**config.mk**
```make
export PLATFORM = sky130hd
export DESIGN_NAME = decimal_number_to_lcd_expander_bytes
export DESIGN_NICKNAME = d
export VERILOG_FILES = /design/src/rtl/dnlcd_pkg.sv /design/src/rtl/decimal_number_to_lcd_expander_bytes.sv /design/src/rtl/dnlcd_front.sv /design/src/rtl/dnlcd_queue.sv /design/src/rtl/dnlcd_back.sv
export SDC_FILE = /design/constraint.sdc
export NUM_CORES = 1
export LEC_CHECK = 0
export BUFFER_PORTS_ARGS = -buffer_cell sky130_fd_sc_hd__buf_2
export CELL_PAD_IN_SITES_DETAIL_PLACEMENT = 2
export CELL_PAD_IN_SITES_GLOBAL_PLACEMENT = 2
export CORE_MARGIN = 10
export CORE_UTILIZATION = 42
export CTS_BUF_LIST = sky130_fd_sc_hd__clkbuf_16
export DETAILED_ROUTE_END_ITERATION = 12
export PLACE_DENSITY = 0.9
export SKIP_CTS_REPAIR_TIMING = 1
export SLEW_MARGIN = 5
export SYNTH_ARGS = -nofsm -noshare
export SYNTH_HDL_FRONTEND = slang
export SYNTH_HIERARCHICAL = 1
export SYNTH_SLANG_ARGS = --single-unit
export TNS_END_PERCENT = 5
```
**constraint.sdc**
```tcl
create_clock -name clock -period 3.5 [get_ports clock]
set_input_delay 0.175 -clock clock [delete_from_list [all_inputs] [get_ports clock]]
set_output_delay 0.175 -clock clock [all_outputs]
set_load 0.01 [all_outputs]
```
**src/rtl/dnlcd_pkg.sv**
```systemverilog
// Shared constants, types and helpers of the decimal-to-LCD expander byte block.
`timescale 1ns / 1ps

package dnlcd_pkg;

   // default sizes
   localparam int DEF_NUMBER_WIDTH = 16;
   localparam int DEF_MAX_DIGITS   = 5;

   // digit queue between front and back
   localparam int QUEUE_DEPTH = 4;

   // character and byte formatting
   localparam logic [7:0] ASCII_ZERO  = 8'h30;
   localparam logic [7:0] HIGH_NIBBLE = 8'hF0;

   // control register map
   localparam int CSR_INDEX_WIDTH = 1;
   localparam int CSR_DATA_WIDTH  = 4;
   localparam logic [CSR_INDEX_WIDTH-1:0] CSR_MODE_BITS   = 1'b0;
   localparam logic [CSR_INDEX_WIDTH-1:0] CSR_ENABLE_MASK = 1'b1;
   localparam logic [CSR_DATA_WIDTH-1:0]  MODE_BITS_RESET   = 4'd9;
   localparam logic [CSR_DATA_WIDTH-1:0]  ENABLE_MASK_RESET = 4'd4;

   // one digit to show, with a flag on the least significant one
   typedef struct packed {
      logic [3:0] digit;
      logic       last;
   } dnlcd_entry_type;

   // decimal digits needed for the largest value of a given bit width
   function automatic int decimal_digits(input int width);
      longint unsigned v;
      int              n;
      v = (64'd1 << width) - 64'd1;
      n = 0;
      for (int i = 0; i < 20; i++) begin
         if (v != 0) begin
            n = n + 1;
            v = v / 10;
         end
      end
      return n;
   endfunction

endpackage

```
**src/rtl/decimal_number_to_lcd_expander_bytes.sv**
```systemverilog
// Top level: number in, LCD port-expander byte run out, with control registers.
//
// Channel | Dir | Ports                                       | Beat
// req     | in  | req_tvalid, req_tready, req_tdata           | one number
// rsp     | out | rsp_tvalid, rsp_tready, rsp_tdata, rsp_tlast | one expander byte
// csr     | in  | csr_valid, csr_ready, csr_index, csr_data   | one register write
//
// The front takes a number when idle, converts it to BCD bit by bit and then
// queues the digits shown; it takes no new number before it is done.
// The back emits one byte a cycle unless the output stalls, six per digit;
// the slower of the two sets the rate.
// Reset is synchronous, active high; no clearing pass is needed.
// A stalled output holds its byte; the front stalls only when the queue fills.
`timescale 1ns / 1ps

module decimal_number_to_lcd_expander_bytes
   import dnlcd_pkg::*;
#(
   parameter int NUMBER_WIDTH = DEF_NUMBER_WIDTH,
   parameter int MAX_DIGITS   = DEF_MAX_DIGITS
) (
   input  logic                                clock,
   input  logic                                reset,
   // req_tdata: number [NUMBER_WIDTH-1:0], zero padded to whole bytes
   input  logic                                req_tvalid,
   output logic                                req_tready,
   input  logic [((NUMBER_WIDTH+7)/8)*8-1:0]   req_tdata,
   // rsp_tdata: expander_byte [7:0]; rsp_tlast: last_of_run
   output logic                                rsp_tvalid,
   input  logic                                rsp_tready,
   output logic [7:0]                          rsp_tdata,
   output logic                                rsp_tlast,
   input  logic                                csr_valid,
   output logic                                csr_ready,
   input  logic [CSR_INDEX_WIDTH-1:0]          csr_index,
   input  logic [CSR_DATA_WIDTH-1:0]           csr_data
);

   logic [CSR_DATA_WIDTH-1:0] mode_bits_ff;
   logic [CSR_DATA_WIDTH-1:0] enable_mask_ff;

   logic            push_valid;
   logic            push_ready;
   dnlcd_entry_type push_entry;
   logic            pop_valid;
   logic            pop_ready;
   dnlcd_entry_type pop_entry;

   // control registers, always ready
   assign csr_ready = 1'b1;

   always_ff @(posedge clock) begin
      if (reset) begin
         mode_bits_ff   <= MODE_BITS_RESET;
         enable_mask_ff <= ENABLE_MASK_RESET;
      end else if (csr_valid) begin
         case (csr_index)
            CSR_MODE_BITS:   mode_bits_ff   <= csr_data;
            CSR_ENABLE_MASK: enable_mask_ff <= csr_data;
            default:         mode_bits_ff   <= mode_bits_ff;
         endcase
      end
   end

   dnlcd_front #(
      .NUMBER_WIDTH (NUMBER_WIDTH),
      .MAX_DIGITS   (MAX_DIGITS)
   ) u_front (
      .clock      (clock),
      .reset      (reset),
      .in_valid   (req_tvalid),
      .in_ready   (req_tready),
      .in_number  (req_tdata[NUMBER_WIDTH-1:0]),
      .push_valid (push_valid),
      .push_ready (push_ready),
      .push_entry (push_entry)
   );

   dnlcd_queue u_queue (
      .clock      (clock),
      .reset      (reset),
      .push_valid (push_valid),
      .push_ready (push_ready),
      .push_entry (push_entry),
      .pop_valid  (pop_valid),
      .pop_ready  (pop_ready),
      .pop_entry  (pop_entry)
   );

   dnlcd_back u_back (
      .clock       (clock),
      .reset       (reset),
      .pop_valid   (pop_valid),
      .pop_ready   (pop_ready),
      .pop_entry   (pop_entry),
      .mode_bits   (mode_bits_ff),
      .enable_mask (enable_mask_ff),
      .out_valid   (rsp_tvalid),
      .out_ready   (rsp_tready),
      .out_byte    (rsp_tdata),
      .out_last    (rsp_tlast)
   );

endmodule

```
**src/rtl/dnlcd_front.sv**
```systemverilog
// Front end: takes a number, converts it to BCD bit by bit, queues shown digits.
`timescale 1ns / 1ps

module dnlcd_front
   import dnlcd_pkg::*;
#(
   parameter int NUMBER_WIDTH = DEF_NUMBER_WIDTH,
   parameter int MAX_DIGITS   = DEF_MAX_DIGITS
) (
   input  logic                    clock,
   input  logic                    reset,
   input  logic                    in_valid,
   output logic                    in_ready,
   input  logic [NUMBER_WIDTH-1:0] in_number,
   output logic                    push_valid,
   input  logic                    push_ready,
   output dnlcd_entry_type         push_entry
);

   localparam int FULL_DIGITS = decimal_digits(NUMBER_WIDTH);
   localparam int BCD_DIGITS  = (FULL_DIGITS > MAX_DIGITS) ? FULL_DIGITS : MAX_DIGITS;
   localparam int BCD_BITS    = 4 * BCD_DIGITS;
   localparam int WIN_BITS    = 4 * MAX_DIGITS;
   localparam int BIT_CNT_W   = $clog2(NUMBER_WIDTH);
   localparam int DIG_CNT_W   = $clog2(MAX_DIGITS);
   localparam logic [BIT_CNT_W-1:0] BIT_LAST = BIT_CNT_W'(NUMBER_WIDTH - 1);
   localparam logic [DIG_CNT_W-1:0] DIG_LAST = DIG_CNT_W'(MAX_DIGITS - 1);

   localparam logic [1:0] ST_IDLE = 2'd0;
   localparam logic [1:0] ST_CONV = 2'd1;
   localparam logic [1:0] ST_EMIT = 2'd2;

   logic [1:0]              state_ff, state_in;
   logic [NUMBER_WIDTH-1:0] bin_ff, bin_in;
   logic [BCD_BITS-1:0]     bcd_ff, bcd_in;
   logic [BIT_CNT_W-1:0]    bit_cnt_ff, bit_cnt_in;
   logic [DIG_CNT_W-1:0]    dig_cnt_ff, dig_cnt_in;
   logic                    started_ff, started_in;

   logic [BCD_BITS-1:0]     bcd_adj;
   logic [3:0]              top_digit;
   logic                    keep;
   logic                    advance;

   // add three to every digit of five or more before the shift
   always_comb begin
      bcd_adj = bcd_ff;
      for (int d = 0; d < BCD_DIGITS; d++) begin
         if (bcd_ff[4*d +: 4] >= 4'd5) begin
            bcd_adj[4*d +: 4] = bcd_ff[4*d +: 4] + 4'd3;
         end
      end
   end

   // digit at the top of the shown window; leading zeros are skipped
   assign top_digit = bcd_ff[WIN_BITS-1 -: 4];
   assign keep      = started_ff || (top_digit != 4'd0) || (dig_cnt_ff == '0);
   assign advance   = (state_ff == ST_EMIT) && (!keep || push_ready);

   assign in_ready         = (state_ff == ST_IDLE);
   assign push_valid       = (state_ff == ST_EMIT) && keep;
   assign push_entry.digit = top_digit;
   assign push_entry.last  = (dig_cnt_ff == '0);

   // sequencer
   always_comb begin
      state_in   = state_ff;
      bin_in     = bin_ff;
      bcd_in     = bcd_ff;
      bit_cnt_in = bit_cnt_ff;
      dig_cnt_in = dig_cnt_ff;
      started_in = started_ff;
      case (state_ff)
         ST_IDLE: begin
            if (in_valid) begin
               bin_in     = in_number;
               bcd_in     = '0;
               bit_cnt_in = BIT_LAST;
               started_in = 1'b0;
               state_in   = ST_CONV;
            end
         end
         ST_CONV: begin
            bcd_in     = {bcd_adj[BCD_BITS-2:0], bin_ff[NUMBER_WIDTH-1]};
            bin_in     = bin_ff << 1;
            bit_cnt_in = bit_cnt_ff - 1'b1;
            if (bit_cnt_ff == '0) begin
               dig_cnt_in = DIG_LAST;
               state_in   = ST_EMIT;
            end
         end
         ST_EMIT: begin
            if (advance) begin
               bcd_in     = bcd_ff << 4;
               dig_cnt_in = dig_cnt_ff - 1'b1;
               started_in = started_ff || keep;
               if (dig_cnt_ff == '0) begin
                  state_in = ST_IDLE;
               end
            end
         end
         default: begin
            state_in = ST_IDLE;
         end
      endcase
   end

   always_ff @(posedge clock) begin
      if (reset) begin
         state_ff   <= ST_IDLE;
         started_ff <= 1'b0;
      end else begin
         state_ff   <= state_in;
         started_ff <= started_in;
      end
   end

   always_ff @(posedge clock) begin
      bin_ff     <= bin_in;
      bcd_ff     <= bcd_in;
      bit_cnt_ff <= bit_cnt_in;
      dig_cnt_ff <= dig_cnt_in;
   end

endmodule

```
**src/rtl/dnlcd_queue.sv**
```systemverilog
// Short digit queue that decouples the converter from the byte sequencer.
`timescale 1ns / 1ps

module dnlcd_queue
   import dnlcd_pkg::*;
(
   input  logic            clock,
   input  logic            reset,
   input  logic            push_valid,
   output logic            push_ready,
   input  dnlcd_entry_type push_entry,
   output logic            pop_valid,
   input  logic            pop_ready,
   output dnlcd_entry_type pop_entry
);

   localparam int PTR_W = $clog2(QUEUE_DEPTH);
   localparam int CNT_W = PTR_W + 1;
   localparam logic [CNT_W-1:0] FULL_COUNT = CNT_W'(QUEUE_DEPTH);

   dnlcd_entry_type  slot_ff [QUEUE_DEPTH];
   logic [PTR_W-1:0] wr_ptr_ff, wr_ptr_in;
   logic [PTR_W-1:0] rd_ptr_ff, rd_ptr_in;
   logic [CNT_W-1:0] count_ff, count_in;
   logic             do_push;
   logic             do_pop;

   assign push_ready = (count_ff != FULL_COUNT);
   assign pop_valid  = (count_ff != '0);
   assign pop_entry  = slot_ff[rd_ptr_ff];
   assign do_push    = push_valid && push_ready;
   assign do_pop     = pop_valid && pop_ready;

   // pointer and fill bookkeeping
   always_comb begin
      wr_ptr_in = do_push ? wr_ptr_ff + 1'b1 : wr_ptr_ff;
      rd_ptr_in = do_pop ? rd_ptr_ff + 1'b1 : rd_ptr_ff;
      count_in  = count_ff;
      if (do_push && !do_pop) begin
         count_in = count_ff + 1'b1;
      end else if (do_pop && !do_push) begin
         count_in = count_ff - 1'b1;
      end
   end

   always_ff @(posedge clock) begin
      if (reset) begin
         wr_ptr_ff <= '0;
         rd_ptr_ff <= '0;
         count_ff  <= '0;
      end else begin
         wr_ptr_ff <= wr_ptr_in;
         rd_ptr_ff <= rd_ptr_in;
         count_ff  <= count_in;
      end
   end

   always_ff @(posedge clock) begin
      if (do_push) begin
         slot_ff[wr_ptr_ff] <= push_entry;
      end
   end

endmodule

```
**src/rtl/dnlcd_back.sv**
```systemverilog
// Back end: turns each queued digit into six expander bytes behind an output register.
`timescale 1ns / 1ps

module dnlcd_back
   import dnlcd_pkg::*;
(
   input  logic                      clock,
   input  logic                      reset,
   input  logic                      pop_valid,
   output logic                      pop_ready,
   input  dnlcd_entry_type           pop_entry,
   input  logic [CSR_DATA_WIDTH-1:0] mode_bits,
   input  logic [CSR_DATA_WIDTH-1:0] enable_mask,
   output logic                      out_valid,
   input  logic                      out_ready,
   output logic [7:0]                out_byte,
   output logic                      out_last
);

   // strobe phases of one nibble
   localparam logic [1:0] PH_PLAIN  = 2'd0;
   localparam logic [1:0] PH_EN_SET = 2'd1;
   localparam logic [1:0] PH_EN_CLR = 2'd2;

   logic            cur_valid_ff, cur_valid_in;
   dnlcd_entry_type cur_ff;
   logic            nib_ff, nib_in;
   logic [1:0]      phase_ff, phase_in;
   logic            out_valid_ff, out_valid_in;
   logic [7:0]      out_byte_ff;
   logic            out_last_ff;

   logic            out_free;
   logic            advance;
   logic            final_beat;
   logic            load;
   logic [7:0]      ch;
   logic [3:0]      nib;
   logic [7:0]      base;
   logic [7:0]      en8;
   logic [7:0]      beat_byte;

   assign out_free   = !out_valid_ff || out_ready;
   assign advance    = cur_valid_ff && out_free;
   assign final_beat = nib_ff && (phase_ff == PH_EN_CLR);
   assign pop_ready  = !cur_valid_ff || (advance && final_beat);
   assign load       = pop_valid && pop_ready;

   // byte for the current nibble and phase
   assign ch   = ASCII_ZERO | {4'b0000, cur_ff.digit};
   assign nib  = nib_ff ? ch[3:0] : ch[7:4];
   assign base = ({nib, 4'b0000} & HIGH_NIBBLE) | {4'b0000, mode_bits};
   assign en8  = {4'b0000, enable_mask};

   always_comb begin
      case (phase_ff)
         PH_PLAIN:  beat_byte = base;
         PH_EN_SET: beat_byte = base | en8;
         default:   beat_byte = base & ~en8;
      endcase
   end

   // step through high then low nibble, three phases each
   always_comb begin
      cur_valid_in = cur_valid_ff;
      nib_in       = nib_ff;
      phase_in     = phase_ff;
      if (advance) begin
         if (phase_ff == PH_EN_CLR) begin
            phase_in = PH_PLAIN;
            nib_in   = !nib_ff;
         end else begin
            phase_in = phase_ff + 1'b1;
         end
         if (final_beat) begin
            cur_valid_in = 1'b0;
         end
      end
      if (load) begin
         cur_valid_in = 1'b1;
         nib_in       = 1'b0;
         phase_in     = PH_PLAIN;
      end
      out_valid_in = out_free ? cur_valid_ff : out_valid_ff;
   end

   always_ff @(posedge clock) begin
      if (reset) begin
         cur_valid_ff <= 1'b0;
         nib_ff       <= 1'b0;
         phase_ff     <= PH_PLAIN;
         out_valid_ff <= 1'b0;
      end else begin
         cur_valid_ff <= cur_valid_in;
         nib_ff       <= nib_in;
         phase_ff     <= phase_in;
         out_valid_ff <= out_valid_in;
      end
   end

   // payload registers
   always_ff @(posedge clock) begin
      if (load) begin
         cur_ff <= pop_entry;
      end
      if (advance) begin
         out_byte_ff <= beat_byte;
         out_last_ff <= final_beat && cur_ff.last;
      end
   end

   assign out_valid = out_valid_ff;
   assign out_byte  = out_byte_ff;
   assign out_last  = out_last_ff;

endmodule

```
=== Word-level counts from Yosys, hierarchy flattened ===
Memory sizes are Yosys's and may differ from the RTL's. A register that Yosys moved wholly into a read port is not among the register bits.
Index checks and enable logic that the tools add are counted.

* Flip-flop bits (word level): 75
* Memory bits (writable): 20
* Bits of input ports: 26
* Memories kept: 1

* Add/sub/neg operators: 12
* $lt $le $gt $ge: 5
* Equality and inequality tests: 9
* Muxes and demuxes: 33
* Bitwise operators: 5
* Reduce and logical (&&, ||, !) cells: 45

{| class="wikitable"
|+ Memories
! name !! words !! width !! rd ports !! clocked after memory_dff !! wr ports !! line !! RTL
|-
| u_queue.slot_ff || 4 || 5 || 1 || 1 || 1 || dnlcd_queue.sv:21 || <nowiki>dnlcd_entry_type slot_ff [QUEUE_DEPTH];</nowiki>
|}

{| class="wikitable"
|+ Operator list
! kind !! number
|-
| $pmux 20 s3 || 1
|-
| $mux 20 || 2
|-
| $pmux 16 s2 || 1
|-
| $mux 4 || 6
|-
| $ge 4x3->1 const B || 5
|-
| $add 4x2->4 const B || 4
|-
| $mux 16 || 1
|-
| $or 8x4->8 || 2
|-
| $pmux 8 s2 || 1
|-
| $mux 3 || 5
|-
| $reduce_bool 2->1 || 6
|-
| $logic_and 1x1->1 || 10
|-
| $mux 2 || 5
|-
| $reduce_and 2->1 || 5
|-
| $reduce_and 3->1 || 3
|-
| $and 8x8->8 || 1
|-
| $not 4->8 || 1
|-
| $pmux 4 s2 || 1
|-
| $mux 1 || 7
|-
| $add 2x1->2 const B || 3
|-
| $logic_not 1->1 || 6
|-
| $logic_or 1x1->1 || 6
|-
| $ne 2x1->1 const B || 3
|-
| $pmux 2 s3 || 1
|-
| other kinds (18) || 23
|}

=== Depth between registers and ports, before layout ===
Gate-level depths: netlist (run 1).

* Depth after elaboration: 9
* Depth in mapped cells: 13

=== Cells and area by module ===
The synthesis (run 1) kept the hierarchy.

{| class="wikitable"
|+ Modules (own cells, without submodules)
! module !! times used !! cells each !! area each (µm²)
|-
| dnlcd_front || 1 || 215 || 2553.7
|-
| dnlcd_queue || 1 || 74 || 1203.7
|-
| dnlcd_back || 1 || 60 || 747.0
|-
| decimal_number_to_lcd_expander_bytes || 1 || 37 || 366.6
|}

=== Worst setup path before layout (run 1) ===
No wires, ideal clock.

* Kind: flip-flop to flip-flop
* From: reg u_front.dig_cnt_ff[0]
* To: reg u_front.bcd_ff[0] (enable)
* Setup time: 0.397 ns
* Arrival: 2.405 ns
* Data required time: 3.103 ns
* Setup slack: 0.698 ns
* Stages on the path, launching flop included: 8
* Path buffers: 0
* Clock period less this slack: 2.802 ns
* Cell sequence: edfxtp_1 inv_1 ha_1 ha_1 or4b_1 o21ai_2 o21ai_0 nor2_1

{| class="wikitable"
|+ RTL lines
! element !! line !! RTL
|-
| start: declaration || dnlcd_front.sv:37 || <nowiki>logic [DIG_CNT_W-1:0] dig_cnt_ff, dig_cnt_in;</nowiki>
|-
| start signal: assignment || dnlcd_front.sv:122 || <nowiki>dig_cnt_ff <= dig_cnt_in;</nowiki>
|-
| end signal: assignment || dnlcd_front.sv:120 || <nowiki>bcd_ff <= bcd_in;</nowiki>
|-
| end: declaration || dnlcd_front.sv:35 || <nowiki>logic [BCD_BITS-1:0] bcd_ff, bcd_in;</nowiki>
|}

==> results of run 1 <==
==> logic make-up (layout without fill, tap and decap cells) <==
kind of cell             after synthesis  in the layout  share of synthesized area [%]
AND/OR/NAND/NOR                       97             97                           10.9
adder cells (fa/ha/maj)               24             24                           6.32
AO/OA/AOI/OAI                         71             71                           9.76
multiplexers                          33             33                           8.61
other                                  1              1                         0.0770
buffers and inverters                 44             81                           4.11
XOR/XNOR                              14             14                           2.52
flip-flops                           102            102                           57.7
==> registers in the layout (all words and copies together), names as in the netlist, named ones only <==
register             cells
u_front/bcd_ff          20
u_queue/slot_ff         20
u_front/bin_ff          16
u_back/out_byte          8
enable_mask_ff           4
mode_bits_ff             4
u_back/ch                4
u_front/bit_cnt_ff       4
u_front/dig_cnt_ff       3
u_queue/count_ff         3
u_back/phase_ff          2
u_front/state_ff         2
u_queue/rd_ptr_ff        2
u_queue/wr_ptr_ff        2
u_back/cur_ff            1
u_back/cur_valid_ff      1
u_back/nib_ff            1
u_back/out_last          1
u_back/out_valid         1
u_front/started_ff       1
==> per-layer routing <==
layer  GRT usage (%)  part of all wire (%)  up-vias
met4            5.17                   1.5        0
met1            15.4                    40     1558
li1                -                     -     1442
met2            27.2                    55       51
met5               0                     0        -
met3            3.43                   4.0       11
==> worst max-delay path by stage <==
| stage | end | slack, ns | cells past startpoint |
|---|---|---|---|
| floorplan | u_front/bcd_ff[0] | 0.70 | 7 |
| global placement | u_queue/count_ff[2] | 0.74 | 13 |
| detailed placement | u_queue/count_ff[2] | 0.43 | 13 |
| CTS | u_queue/count_ff[2] | 0.37 | 13 |
| global route | u_queue/count_ff[2] | 0.22 | 13 |
| finish | u_queue/count_ff[2] | 0.39 | 13 |
==> critical path: stages (launching register included) <==
cell and delay (ns):
edfxtp_1 0.36, inv_1 0.06, ha_1 0.20, ha_1 0.25, or4b_1 0.51, o21ai_2 0.26, inv_1 0.08, a21boi_4 0.18
ha_1 0.27, inv_1 0.08, fa_1 0.19, xor2_1 0.09, or3_1 0.34, a21oi_1 0.17
==> cell usage in the layout, fill, tap and decap left out, drive strengths merged, types with 19 or more instances in the layout <==
cell type / count
edfxtp: 77
buf: 38
inv: 28
a21oi: 27
dfxtp: 25
nand2: 24
ha: 23
o21ai: 23
nand2b: 19
nor2: 19
==> through the flow <==
stage	util [%]	instances	hold WS (ns)
3_3_place_gp	45.3	550	0.446
5_1_grt	48.2	566	0.103
6_report	48.2	566	0.0985
3_5_place_dp	45.3	550	0.447
2_1_floorplan	-	386	0.244
4_1_cts	48.2	566	0.0839
==> cell type report <==
cell class,count,area [sq um]
inverters,27,101
clock inverters,6,83.8
clock buffers,10,250
fillers,1120,5890
multi-input cells,240,1860
well taps,143,179
repair buffers,38,195
flip-flops and latches,102,2810
==> power by group <==
group	internal (mW)	leakage [nW]	switching (mW)
Sequential	1.75	0.936	0.278
Combinational	0.584	0.932	0.806
Clock	0.667	0.161	0.452
==> metrics, run 1 <==
Net count, final around 470; first-pass GRT wire length between 15,000 and 20,000 um; post-route setup TNS 0 ns; reg2reg path depth 13; Hold WC Path Type input pin to flop; die height ~130 um; clock sinks approximately 100; Layout Skew about 0.008 ns; #FFs+latches synth 102; most frequent cell after synthesis edfxtp_1; Synth Warn # 6; Max Fclk 0.321 GHz; initial antenna violation count 0; sequential-to-total area share from yosys stat around 58%; num rows 39; Place WS ~0.43 ns; Setup crit start kind flop; Synthesized Nets 436; CORE AREA around 0.011 sq mm; status finished clean; GR Util All Layers approximately 15%; WS Path Type flop to flop; Synth cell types 54; total chip power ~4.5 mW; ranking of synthesized cells by area edfxtp_1 (47%), dfxtp_1 (10%), ha_1 (5.9%); die area ~0.016 sq mm; htree depth 3; CTS tree done; Tcrit/Tclk final between 80 and 90%; Mapped Area approximately 0.0049 sq mm; PD cells 828 mW/mm^2; Synth top cells by count edfxtp_1 (77), a21oi_1 (27), dfxtp_1 (25), inv_1 (25), nand2_1 (24); WL/cell ~20 um; Placed Area slightly above 0.005 sq mm; Final Instance Area 0.00548 sq mm; syn avg cell area between 10 and 15 sq um; CTS Buf Count 9; drt via density approximately 5.4; top-area cell type share of the netlist area 47.5%; min cycle time layout about 3.1 ns; vias in the first global route between 3,000 and 4,000; GP Congestion 0.714; FF-to-FF setup slack slightly below 0.4 ns; max_cap viols 0; clk root buf clkbuf_16; hpwl dp 7810 um; Post-synth EDFFs between 70 and 80; Setup crit end kind flop; io pins 38; RSZ-0062 raised after global routing false; dominant cell type by area after synthesis edfxtp_1; reg2reg start u_front/dig_cnt_ff[0]; chip width approximately 130 um; Tightest Pin Transition 0.740 ns; final hold viol count 0; CP startpoint u_front/dig_cnt_ff[0]; DRC errors left 0; CTS clk-pin slew, worst paths around 0.07 ns; hold depth 2; Starting Density a little over two fifths; leakage slightly above 2 nW; worst hold endpoint enable_mask_ff[2]; clock buffer depth 2; post-synthesis cell count around 390; setup ws final approximately 0.39 ns; hold path startpoint csr_data[2]; reg2reg end u_queue/count_ff[2]; clock latency on the worst-skew pair between 0.3 and 0.4 ns; GRT Residual Overflow 0; final WL around 11,000 um; max-slew violations 0; violation count after the first detailed-route iteration around 120; Top FF cell, synth edfxtp_1; Port Buffers 36; largest net degree at the start of global routing 33; first-pass detailed-route iteration total 4; via count a little over 3,000; share of layout cells above drive strength 1 about a fifth; CP max FO 7; Inserted Diodes 0; final setup fails 0; Worst slew margin between 50% and 60%; synth-to-layout area growth 12.5%; IR drop worst, VDD around 0.42 mV; Data required, critical path roughly 3.8 ns; antenna viol nets, final 0; Async SR Flop Fraction 0%; Arr. time, crit path between 3 and 4 ns
Power figures use the tool's default switching activity.
==> run 2, diff against run 1 <==
ABC_AREA = 1   (was not set)
CORE_UTILIZATION = 38   (was 42)
PLACE_DENSITY = 0.89   (was 0.9)
==> run 2 against run 1 <==
Highest routed layer unchanged. Register-to-register slack improved by 0.21 ns. Die area increased by 9.6%. Largest cell class unchanged. Clock power decreased by 17%. Critical path depth increased by 2. Critical path type unchanged.
==> metrics, run 2 <==
dominant cell type by area after synthesis edfxtp_1; final core occ between 40 and 50%; clock buffer depth 2; DRC errors left 0; WL/cell about 17 um; GP Congestion between 0.7 and 0.8; clock latency on the worst-skew pair between 0.3 and 0.4 ns; Tcrit/Tclk final 83.0%; GRT busiest layer met2; Slowest cell on crit path a31oi_1; total chip power roughly 4.5 mW; Worst slew margin between 30% and 40%; met1 Usage GRT between 10% and 20%; CP startpoint u_front/dig_cnt_ff[1]; CP Cell Sequence inv_1 > ha_1 > ha_1 > inv_1 > a31oi_1 > nand2_1 > inv_1 > ha_1 > inv_1 > fa_1 > nand2_1 > nand3_1 > nand2_1 > inv_1 > nor2_1; CORE AREA 0.0126 sq mm; final WL around 12,000 um; Inserted Diodes 0; Tightest Pin Transition slightly above 0.9 ns; first-pass GRT wire length between 20,000 and 25,000 um; io pins 38; Starting Density 38.9%; #FFs+latches synth 102; num rows 41; top-area cell type share of the netlist area between 40% and 50%; final hold viol count 0; Mapped Area 0.00491 sq mm; reg2reg start u_front/dig_cnt_ff[1]; syn avg cell area between 9 and 10 sq um; most used cell, CP inv_1; leakage between 2 and 2.5 nW; commonest non-fill, non-tap cell in the layout nand2_1; GRT Residual Overflow 0; Synthesized Nets 560; biggest regs u_front/bcd_ff (20), u_queue/slot_ff (20), u_front/bin_ff (16); max_cap viols 0; reg2reg path depth 15; antenna viol nets, final 0; grt met3 use under 10%; largest net degree at the start of global routing 24; Synth top cells by count nand2_1 (112), edfxtp_1 (77), inv_1 (65); post-synthesis cell count about 500; synth-to-layout area growth 12.0%; die height ~130 um; WS Path Type flop to flop; CTS Buf Count 9; most frequent cells in the layout nand2_1 (112), edfxtp_1 (77), inv_1 (70), nor2_1 (51), buf_2 (36); Top FF cell, synth edfxtp_1; Setup crit start kind flop; drt via density around 5; share of layout cells above drive strength 1 14.2%; CTS clk-pin slew, worst paths around 0.070 ns; GR Util All Layers between 10% and 20%; ranking of synthesized cells by area edfxtp_1 (47%), dfxtp_1 (10%), nand2_1 (8.6%); hpwl dp 9310 um; Synth Warn # 6; initial antenna violation count 0; Setup crit end kind flop; hold path startpoint csr_data[2]; first-pass detailed-route iteration total 4; Port Buffers 36; chip width approximately 130 um; setup ws final slightly below 0.6 ns; die area 0.0179 sq mm; max-slew violations 0; sequential-to-total area share from yosys stat about 57%; Async SR Flop Fraction 0%; fill count between 1,000 and 1,500; Setup crit end u_queue/count_ff[2]; Net count, final about 600; max incr delay on CP roughly 0.44 ns; clk root buf clkbuf_16; Place WS between 0.6 and 0.7 ns; FF-to-FF setup slack approximately 0.6 ns; Synth cell types 41; most frequent cell after synthesis nand2_1; Post-synth EDFFs 77; met2 Usage GRT approximately 27%; reg2reg end u_queue/count_ff[2]; PD cells a little over 800 mW/mm^2; CP max FO 6; final setup fails 0; clock sinks ~100; Data required, critical path 3.78 ns; IR drop worst, VDD approximately 0.4 mV; htree depth 3; CTS tree done; Hold WS ~0.09 ns; vias in the first global route 4,136; violation count after the first detailed-route iteration ~280; status finished clean; RSZ-0062 raised after global routing false; post-route setup TNS 0 ns; via count about 3,600; Arr. time, crit path between 3 and 4 ns; Hold WC Path Type input pin to flop; Layout Skew between 0.007 and 0.008 ns; Max Fclk approximately 0.34 GHz; min cycle time layout 2.90 ns
==> run 2: stage by stage <==
| stage | instances | cell area (sq um) |
|---|---|---|
| after floorplan | 510 | 4910 |
| after global placement | 707 | 5230 |
| after detailed placement | 707 | 5230 |
| after CTS | 723 | 5500 |
| after global routing | 723 | 5500 |
| final | 723 | 5500 |
==> run 2: area by class of cell <==
class	count	area [sq um]	area share, %
tap	172	215	3.91
inverter	75	283	5.14
sequential	102	2810	51.1
clock inverter	6	22.5	0.409
multi-input combinational	320	1720	31.3
timing repair buffer	38	195	3.55
clock buffer	10	250	4.55
==> run 2: cells by family after synthesis <==
kind of cell	synth area share, %
AND/OR/NAND/NOR	19.1
flip-flops	57.3
buffers and inverters	7.67
AO/OA/AOI/OAI	9.12
adder cells (fa/ha/maj)	6.27
XOR/XNOR	0.535
other	0.0764
==> run 2: per-layer routing <==
layer  wire length, um  up-vias
li1                  -     1751
met1              4890     1806
met2              6810       54
met3               484       15
met4               166        0
met5                 0        -
==> run 2: worst min path at each step <==
stage,end,depth (start not counted)
6_report,enable_mask_ff[2],3
4_1_cts,enable_mask_ff[1],3
2_1_floorplan,enable_mask_ff[0],1
3_5_place_dp,enable_mask_ff[2],3
5_1_grt,enable_mask_ff[2],3
3_3_place_gp,enable_mask_ff[2],3
==> run 2: worst max-delay path: cells and delay by family (launching register included) <==
family                     cells  cell delay (ns)
AOI/OAI and AO/OA              1             0.44
adders and majority gates      4             0.99
buffers and inverters          5             0.43
DFF                            1             0.39
and+or+nand+nor                5             0.59
==> run 2: where the power goes <==
group	switching, mW	total [mW]	leakage, nW	internal (mW)
registers	0.281	2.11	0.944	1.83
clock network	0.424	0.935	0.154	0.511
logic	1.02	1.49	1.24	0.469
total	1.73	4.54	2.34	2.81
